===== src/design/bdhd_pkg.sv =====
package bdhd_pkg;

  localparam int unsigned TimeW = 32;
  localparam int unsigned DebW  = 16;
  localparam int unsigned CfgIdxW = 2;
  localparam int unsigned CfgDataW = 32;

  // request selector
  localparam logic OP_START  = 1'b0;
  localparam logic OP_SAMPLE = 1'b1;

  // register indexes
  localparam logic [CfgIdxW-1:0] CFG_DEBOUNCE = 2'd0;
  localparam logic [CfgIdxW-1:0] CFG_INVERT   = 2'd1;
  localparam logic [CfgIdxW-1:0] CFG_HOLD     = 2'd2;

  localparam logic [DebW-1:0]  DEBOUNCE_RST = 16'd25;
  localparam logic             INVERT_RST   = 1'b1;
  localparam logic [TimeW-1:0] HOLD_RST     = 32'd1000;

  typedef struct packed {
    logic [DebW-1:0]  debounce_ms;
    logic             invert_input;
    logic [TimeW-1:0] hold_ms;
  } bdhd_cfg_t;

  typedef struct packed {
    logic             op;
    logic             raw_level;
    logic [TimeW-1:0] now_ms;
  } bdhd_req_t;

  typedef struct packed {
    logic             level;
    logic             stable;
    logic             changed;
    logic             press_edge;
    logic             release_edge;
    logic             held_long;
    logic             idle_long;
    logic [TimeW-1:0] last_change_ms;
  } bdhd_res_t;

endpackage


===== src/design/bdhd_cfg.sv =====
module bdhd_cfg (
  input  logic                           clk,
  input  logic                           rst_n,
  input  logic                           wr_en,
  input  logic [bdhd_pkg::CfgIdxW-1:0]   wr_index,
  input  logic [bdhd_pkg::CfgDataW-1:0]  wr_data,
  output bdhd_pkg::bdhd_cfg_t            cfg
);
  import bdhd_pkg::*;

  bdhd_cfg_t cfg_r;
  bdhd_cfg_t cfg_nxt;

  always_comb begin
    cfg_nxt = cfg_r;
    if (wr_en) begin
      unique case (wr_index)
        CFG_DEBOUNCE: cfg_nxt.debounce_ms  = wr_data[DebW-1:0];
        CFG_INVERT:   cfg_nxt.invert_input = wr_data[0];
        CFG_HOLD:     cfg_nxt.hold_ms      = wr_data[TimeW-1:0];
        default:      cfg_nxt = cfg_r;   // unused index: dropped
      endcase
    end
  end

  always_ff @(posedge clk) begin
    if (!rst_n) begin
      cfg_r.debounce_ms  <= DEBOUNCE_RST;
      cfg_r.invert_input <= INVERT_RST;
      cfg_r.hold_ms      <= HOLD_RST;
    end else begin
      cfg_r <= cfg_nxt;
    end
  end

  assign cfg = cfg_r;

endmodule


===== src/design/bdhd_core.sv =====
module bdhd_core (
  input  logic                 clk,
  input  logic                 rst_n,
  input  logic                 go,
  input  bdhd_pkg::bdhd_req_t  req,
  input  bdhd_pkg::bdhd_cfg_t  cfg,
  output bdhd_pkg::bdhd_res_t  res
);
  import bdhd_pkg::*;

  logic             dl_r, dl_nxt;      // debounced level
  logic             lr_r, lr_nxt;      // last raw level
  logic             st_r, st_nxt;
  logic             ch_r, ch_nxt;
  logic [TimeW-1:0] qs_r, qs_nxt;      // quiet start
  logic [TimeW-1:0] ct_r, ct_nxt;      // change time

  logic             lvl;
  logic             raw_chg;
  logic             accept;
  logic             lvl_flip;
  logic             new_ct;
  logic             hold_met;
  logic [TimeW-1:0] quiet_age;
  logic [TimeW-1:0] since_old;

  assign lvl       = req.raw_level ^ cfg.invert_input;
  assign raw_chg   = lvl != lr_r;
  assign quiet_age = req.now_ms - qs_r;
  // a raw change restarts the quiet timer and blocks acceptance of this sample
  assign accept    = !raw_chg && (quiet_age > {{(TimeW-DebW){1'b0}}, cfg.debounce_ms});
  assign lvl_flip  = accept && (dl_r != lvl);
  assign new_ct    = (req.op == OP_START) || lvl_flip;
  assign since_old = req.now_ms - ct_r;
  // fresh time stamp means zero elapsed time
  assign hold_met  = new_ct ? (cfg.hold_ms == '0) : (since_old >= cfg.hold_ms);

  always_comb begin
    dl_nxt = dl_r;
    lr_nxt = lvl;
    st_nxt = st_r;
    ch_nxt = ch_r;
    qs_nxt = qs_r;
    ct_nxt = ct_r;
    unique case (req.op)
      OP_START: begin
        dl_nxt = lvl;
        lr_nxt = ~lvl;
        st_nxt = 1'b0;
        ch_nxt = 1'b0;
        qs_nxt = req.now_ms;
        ct_nxt = req.now_ms;
      end
      OP_SAMPLE: begin
        if (raw_chg) begin
          qs_nxt = req.now_ms;
          st_nxt = 1'b0;
          ch_nxt = 1'b0;
        end
        if (accept) begin
          dl_nxt = lvl;
          st_nxt = 1'b1;
          ch_nxt = lvl_flip;
        end
        if (lvl_flip) begin
          ct_nxt = req.now_ms;
        end
      end
      default: ;
    endcase
  end

  always_ff @(posedge clk) begin
    if (!rst_n) begin
      dl_r <= 1'b0;
      lr_r <= 1'b1;
      st_r <= 1'b0;
      ch_r <= 1'b0;
      qs_r <= '0;
      ct_r <= '0;
    end else if (go) begin
      dl_r <= dl_nxt;
      lr_r <= lr_nxt;
      st_r <= st_nxt;
      ch_r <= ch_nxt;
      qs_r <= qs_nxt;
      ct_r <= ct_nxt;
    end
  end

  always_comb begin
    res.level          = dl_nxt;
    res.stable         = st_nxt;
    res.changed        = ch_nxt;
    res.press_edge     = dl_nxt & ch_nxt;
    res.release_edge   = ~dl_nxt & ch_nxt;
    res.held_long      = dl_nxt & hold_met;
    res.idle_long      = ~dl_nxt & hold_met;
    res.last_change_ms = ct_nxt;
  end

  a_change_stamped: assert property (@(posedge clk) disable iff (!rst_n)
    go && lvl_flip && (req.op == OP_SAMPLE) |-> res.last_change_ms == req.now_ms)
    else $error("level change not time-stamped with the request time");

  a_start_clears: assert property (@(posedge clk) disable iff (!rst_n)
    go && (req.op == OP_START) |=> !st_r && !ch_r && (lr_r != dl_r))
    else $error("start did not initialise the state");

  a_quiet_restart: assert property (@(posedge clk) disable iff (!rst_n)
    go && (req.op == OP_SAMPLE) && raw_chg |-> !res.stable && !res.changed)
    else $error("raw change did not clear stable and changed");

endmodule


===== src/design/button_debounce_hold_detector.sv =====
// Button debouncer with long-press detection.
//
// Input channel (in_valid/in_ready): one request per button sample, carrying
// the raw pin level, a 32-bit millisecond time stamp and a selector
// (start re-initialises from this sample, otherwise a normal sample).
// Result channel (out_valid/out_ready): exactly one result per request, in
// order: debounced level, stable, changed, press/release edges, held/idle
// long flags and the time stamp of the last level change.
// Config channel (cfg_valid/cfg_ready): index 0 debounce time, 1 invert,
// 2 hold time. Always ready; write only while the block is idle.
//
// Pipeline: a request goes through the input register, then the result
// register, moving on when go is high. Throughput is one request per cycle
// while the receiver takes results (out_ready); each request's state update
// uses two parallel 32-bit subtract/compare paths.
// Reset (rst_n low, synchronous) restores register defaults (25, 1, 1000)
// and the debouncer state, and empties both stages.
// A stalled receiver holds the result register; the input register still
// takes one more request, after which in_ready drops until out_ready returns.
module button_debounce_hold_detector (
  input  logic                           clk,
  input  logic                           rst_n,
  input  logic                           in_valid,
  output logic                           in_ready,
  input  logic                           in_op,
  input  logic                           in_raw_level,
  input  logic [bdhd_pkg::TimeW-1:0]     in_now_ms,
  output logic                           out_valid,
  input  logic                           out_ready,
  output logic                           out_level,
  output logic                           out_stable,
  output logic                           out_changed,
  output logic                           out_press_edge,
  output logic                           out_release_edge,
  output logic                           out_held_long,
  output logic                           out_idle_long,
  output logic [bdhd_pkg::TimeW-1:0]     out_last_change_ms,
  input  logic                           cfg_valid,
  output logic                           cfg_ready,
  input  logic [bdhd_pkg::CfgIdxW-1:0]   cfg_index,
  input  logic [bdhd_pkg::CfgDataW-1:0]  cfg_data
);
  import bdhd_pkg::*;

  bdhd_cfg_t cfg;
  bdhd_req_t req_r;
  bdhd_res_t res;
  bdhd_res_t res_r;
  logic      req_vld_r;
  logic      out_vld_r;
  logic      go;        // request in the input stage moves to the result stage

  assign cfg_ready = 1'b1;

  bdhd_cfg u_cfg (
    .clk      (clk),
    .rst_n    (rst_n),
    .wr_en    (cfg_valid & cfg_ready),
    .wr_index (cfg_index),
    .wr_data  (cfg_data),
    .cfg      (cfg)
  );

  assign go       = req_vld_r && (!out_vld_r || out_ready);
  assign in_ready = !req_vld_r || go;

  // input register
  always_ff @(posedge clk) begin
    if (!rst_n) begin
      req_vld_r <= 1'b0;
    end else if (in_ready) begin
      req_vld_r <= in_valid;
    end
  end

  always_ff @(posedge clk) begin
    if (in_valid && in_ready) begin
      req_r.op        <= in_op;
      req_r.raw_level <= in_raw_level;
      req_r.now_ms    <= in_now_ms;
    end
  end

  bdhd_core u_core (
    .clk   (clk),
    .rst_n (rst_n),
    .go    (go),
    .req   (req_r),
    .cfg   (cfg),
    .res   (res)
  );

  // result register
  always_ff @(posedge clk) begin
    if (!rst_n) begin
      out_vld_r <= 1'b0;
    end else if (go) begin
      out_vld_r <= 1'b1;
    end else if (out_ready) begin
      out_vld_r <= 1'b0;
    end
  end

  always_ff @(posedge clk) begin
    if (go) begin
      res_r <= res;
    end
  end

  assign out_valid          = out_vld_r;
  assign out_level          = res_r.level;
  assign out_stable         = res_r.stable;
  assign out_changed        = res_r.changed;
  assign out_press_edge     = res_r.press_edge;
  assign out_release_edge   = res_r.release_edge;
  assign out_held_long      = res_r.held_long;
  assign out_idle_long      = res_r.idle_long;
  assign out_last_change_ms = res_r.last_change_ms;

  a_ready_when_empty: assert property (@(posedge clk) disable iff (!rst_n)
    !in_ready |-> req_vld_r && out_vld_r && !out_ready)
    else $error("input stalled with room in the pipeline");

  a_edge_flags: assert property (@(posedge clk) disable iff (!rst_n)
    out_vld_r && (res_r.press_edge || res_r.release_edge) |-> res_r.changed && res_r.stable)
    else $error("edge reported without an accepted level change");

  a_long_excl: assert property (@(posedge clk) disable iff (!rst_n)
    out_vld_r |-> !(res_r.held_long && res_r.idle_long))
    else $error("held and idle reported together");

  a_reset_empty: assert property (@(posedge clk)
    !rst_n |=> !out_vld_r && !req_vld_r)
    else $error("pipeline not empty after reset");

endmodule

===== config.mk =====
export PLATFORM = sky130hd
export DESIGN_NAME = button_debounce_hold_detector
export DESIGN_NICKNAME = d
export VERILOG_FILES = /design/src/design/bdhd_pkg.sv /design/src/design/bdhd_cfg.sv /design/src/design/bdhd_core.sv /design/src/design/button_debounce_hold_detector.sv
export SDC_FILE = /design/constraint.sdc
export NUM_CORES = 1
export LEC_CHECK = 0
export BUFFER_PORTS_ARGS = -buffer_cell sky130_fd_sc_hd__buf_2
export CELL_PAD_IN_SITES_DETAIL_PLACEMENT = 2
export CELL_PAD_IN_SITES_GLOBAL_PLACEMENT = 2
export CORE_AREA = 2 2 214 164
export DETAILED_ROUTE_END_ITERATION = 6
export DIE_AREA = 0 0 216 166
export HOLD_SLACK_MARGIN = 0.12
export PLACE_DENSITY_LB_ADDON = 0.08
export RECOVER_POWER = 100
export SETUP_SLACK_MARGIN = 0.1
export SLEW_MARGIN = 10
export SYNTH_ARGS = -nofsm -noshare
export SYNTH_HDL_FRONTEND = slang
export SYNTH_SLANG_ARGS = --single-unit

===== constraint.sdc =====
create_clock -name clk -period 5.9 [get_ports clk]
set_clock_uncertainty 0.15 [all_clocks]
set_input_delay 1.18 -clock clk [delete_from_list [all_inputs] [get_ports clk]]
set_output_delay 1.18 -clock clk [all_outputs]
set_load 0.01 [all_outputs]

==> results.toml <==
[synthesis]
post_synth_inst_count = 1418
yosys.cell_count.top_type = "sky130_fd_sc_hd__nand2_1"
postSynthAreaPerCell_um2 = 8.69
yosys_most_used_dff = "sky130_fd_sc_hd__dfxtp_1"
synth_seq_area_share = 0.371
synth-edff-count = 73
yosys_top_cell_area_share = 0.193
netlist_top_cells_count = "sky130_fd_sc_hd__nand2_1, sky130_fd_sc_hd__a21oi_1, sky130_fd_sc_hd__inv_1, sky130_fd_sc_hd__dfxtp_1, sky130_fd_sc_hd__ha_1"
netlist_cell_types = 93
async_flop_share = 0
synth_top_cells_by_area = "sky130_fd_sc_hd__dfxtp_1, sky130_fd_sc_hd__edfxtp_1, sky130_fd_sc_hd__ha_1"
synth_warnings = 0
postSynthNetCount = 1603
synthDominantAreaCellType = "sky130_fd_sc_hd__dfxtp_1"
netlist_area_um2 = 12300
postSynthRegisterBits = 192

[layout]
diodes = 0
layout-drive-gt1-share = 0.107
multiInputGateArea_um2 = 6920
syn2layout_area_growth_pct = 12.8
fill_cells = 3855
utilization = 0.409
seq_area_um2 = 4570
final_std_cell_area_no_fill_um2 = 13900
final_net_count = 1711

[timing]
final_hold_violation_count = 0
period_needed_ps = 5560
slew-limit-headroom = -1.12
finalMaxSlewViolations = 59
post-route-period-util = 0.942
timing.final.ws_setup_ps = 341
setup_viol = 0
final.setup.tns_ps = 0
achievable-frequency_mhz = 180
tightestPinTransition_ps = 3180

[global_route]
grt_max_degree = 78
track_usage = 0.238
grt_antenna_before_repair = 0
globalRoute.totalOverflow = 0
grt_first_pass_wirelength_um = 65900
number_of_global_route_vias_before_repair = 11335

[die]
initial_core_util = 0.363
design.portCount = 115
die_height_um = 166
coreArea_um2 = 34000
dieArea_um2 = 35900
placement_rows = 59
die_w_um = 216

[power_and_ir_drop]
pwr-share-comb = 0.255
power.leakage_nw = 5.27
worst_ir_drop_vdd_mv = 0.152
p_per_area_nw_per_um2 = 266
pwr-share-seq = 0.411
power_frac_clock = 0.333
power.internal_mw = 2.48
p_switching_mw = 1.21
sw_frac_of_total = 0.328

[status]
violations = "max-capacitance violations, max-slew violations"
run_status = "finished, violations left"

[clock_tree]
clkLatencyLatePin_ps = 470
htreeDepth = 4
clock-root-buffer = "sky130_fd_sc_hd__clkbuf_16"
cts_hold_repair_buffers = 0
cts.sink_count = 192
clock_tree.buffer_depth = 2
cts_tree = "built"
inserted_clock_buffers = 17
clk_pin_slew_ps = 80

[setup_path]
worstRegToRegCells = 22
path_depth = 22
critical_path.max_fanout = 5
worstSetupPathType = "register to register"
worstPathArrival_ps = 5680
timing.reg2reg.setup_slack_ps = 340
timing.critical_path.to = "out_press_edge$_DFFE_PP_"
worst_path_largest_cell_delay_ps = 430
critPathSlowestCell = "sky130_fd_sc_hd__fa_1"
critical_path.cell_chain = "inv_1 -> ha_1 -> fa_1 -> nand2b_4 -> a21oi_2 -> o2111ai_2 -> a211oi_2 -> o21a_4 -> nor2_1 -> ha_1 -> nand4_1 -> nand3b_1 -> nor2_2 -> a21oi_1 -> nor4_2 -> o211ai_1 -> and4bb_1 -> nand4_1 -> buf_4 -> o21ai_0 -> a21oi_1 -> nor4_2"
cp-end-kind = "register"
cp_num_buf_inv = 2
critical-path-top-delay-family = "simple AND/OR/NAND/NOR gates"
timing.rr.end = "out_press_edge$_DFFE_PP_"
crit-reg2reg-launch = "req_r[0]$_DFFE_PP_"
crit_path_start = "req_r[0]$_DFFE_PP_"
worst-endpoint-required_ps = 6020
critical_path.startpoint_type = "register"

[job]
timing.max_cap.violations = 2

[place]
port-buffer-count = 113
dp_hpwl_um = 32800
routabilityCongestion = 0.826
dpl_cell_area_um2 = 13200
pre_cts_slack_ps = 157

[routing]
drt_first_pass_iters = 5
detail_route.vias_per_cell = 5.42
post_drt_wl_per_cell_um = 21.3
via_count = 10809
detail_route.iter0.violations = 641
totalWireLength_um = 42500
ant_nets = 0
drt_drc_violations_left = 0

[worst_hold_path]
worst_hold_path_type = "register to register"
## power by group through the flow
stage	clock, mW	sequential (mW)	combinational (mW)
after floorplan	0	1.52	0.648
final	1.23	1.52	0.942
after global routing	1.31	1.53	1.05
after global placement	0	1.54	0.887
after detailed placement	0	1.55	0.926
after CTS	1.27	1.52	0.935
## state kept, by name, indices dropped and copies added (netlist names)
register / cells
u_core.lr_r: 1
out_changed: 1
out_held_long: 1
u_core.st_r: 1
out_valid: 1
out_stable: 1
u_cfg.cfg: 49
out_idle_long: 1
req_vld_r: 1
u_core.qs_r: 32
u_core.ch_r: 1
out_last_change_ms: 32
u_core.dl_r: 1
req_r: 34
u_core.ct_r: 32
out_level: 1
out_press_edge: 1
out_release_edge: 1
## worst min-delay path, delay by kind of cell (launching register included)
kind,cells,cell delay (ps)
flip-flops,1,310
AND/OR/NAND/NOR,1,50
AO/OA/AOI/OAI,1,50
## logic make-up (layout without fill, tap and decap cells)
family / Yosys count / in the layout / synth area share
multiplexers: 69 / 69 / 0.0593
XOR/XNOR: 45 / 45 / 0.0320
adder cells (fa/ha/maj): 112 / 112 / 0.115
flip-flops: 192 / 192 / 0.371
AND/OR/NAND/NOR: 483 / 483 / 0.178
other: 1 / 1 / 0.000304
buffers and inverters: 182 / 303 / 0.0713
AO/OA/AOI/OAI: 334 / 334 / 0.173
## how the worst min path moves through the flow
stage	startpoint	endpoint	cells past startpoint	slack, ps
final	u_core.qs_r[20]$_SDFFE_PN0P_	u_core.qs_r[20]$_SDFFE_PN0P_	2	310
after global routing	u_core.qs_r[18]$_SDFFE_PN0P_	u_core.qs_r[18]$_SDFFE_PN0P_	2	330
after CTS	u_core.qs_r[18]$_SDFFE_PN0P_	u_core.qs_r[18]$_SDFFE_PN0P_	2	310
after detailed placement	u_core.qs_r[8]$_SDFFE_PN0P_	u_core.qs_r[8]$_SDFFE_PN0P_	2	300
after global placement	u_core.qs_r[20]$_SDFFE_PN0P_	u_core.qs_r[20]$_SDFFE_PN0P_	2	290
after floorplan	u_core.ct_r[1]$_SDFFE_PN0P_	u_core.ct_r[1]$_SDFFE_PN0P_	2	280
## what timing repair did
action,in CTS,in global routing
buffers inserted,0,12
resized for setup,0,7
hold endpoints to repair,0,0
setup endpoints to repair,0,62
## cells in the final DEF, fill, tap and decap left out, types with 37 or more instances in the layout
cell and instances:
sky130_fd_sc_hd__mux2i_1 37, sky130_fd_sc_hd__o21ai_0 41, sky130_fd_sc_hd__nor2_1 61, sky130_fd_sc_hd__edfxtp_1 73, sky130_fd_sc_hd__ha_1 110, sky130_fd_sc_hd__a21oi_1 150
sky130_fd_sc_hd__inv_1 127, sky130_fd_sc_hd__buf_2 67, sky130_fd_sc_hd__clkbuf_1 50, sky130_fd_sc_hd__nand2_1 277, sky130_fd_sc_hd__dfxtp_1 119
## layer usage
layer / vias up / global-route usage / part of all wire
li1: 5173 / - / -
met1: 5442 / 0.357 / 0.53
met2: 159 / 0.362 / 0.43
met3: 35 / 0.0337 / 0.030
met4: 0 / 0.0518 / 0.014
met5: - / 0 / 0
## metrics by stage
stage | hold slack (ps) | cells | total power [mW]
finish | 308 | 1996 | 3.69
global route | 331 | 1996 | 3.89
CTS | 311 | 1984 | 3.72
detailed placement | 301 | 1952 | 2.47
global placement | 293 | 1952 | 2.43
floorplan | 285 | 1418 | 2.17
## layout make-up
class	count	share of cell area
Clock buffer	25	0.0395
Tap cell	457	0.0412
Timing Repair Buffer	142	0.0533
Multi-Input combinational cell	1044	0.498
Sequential cell	192	0.329
Clock inverter	7	0.00396
Inverter	129	0.0349
No activity file was read; power rests on OpenSTA's default activity.
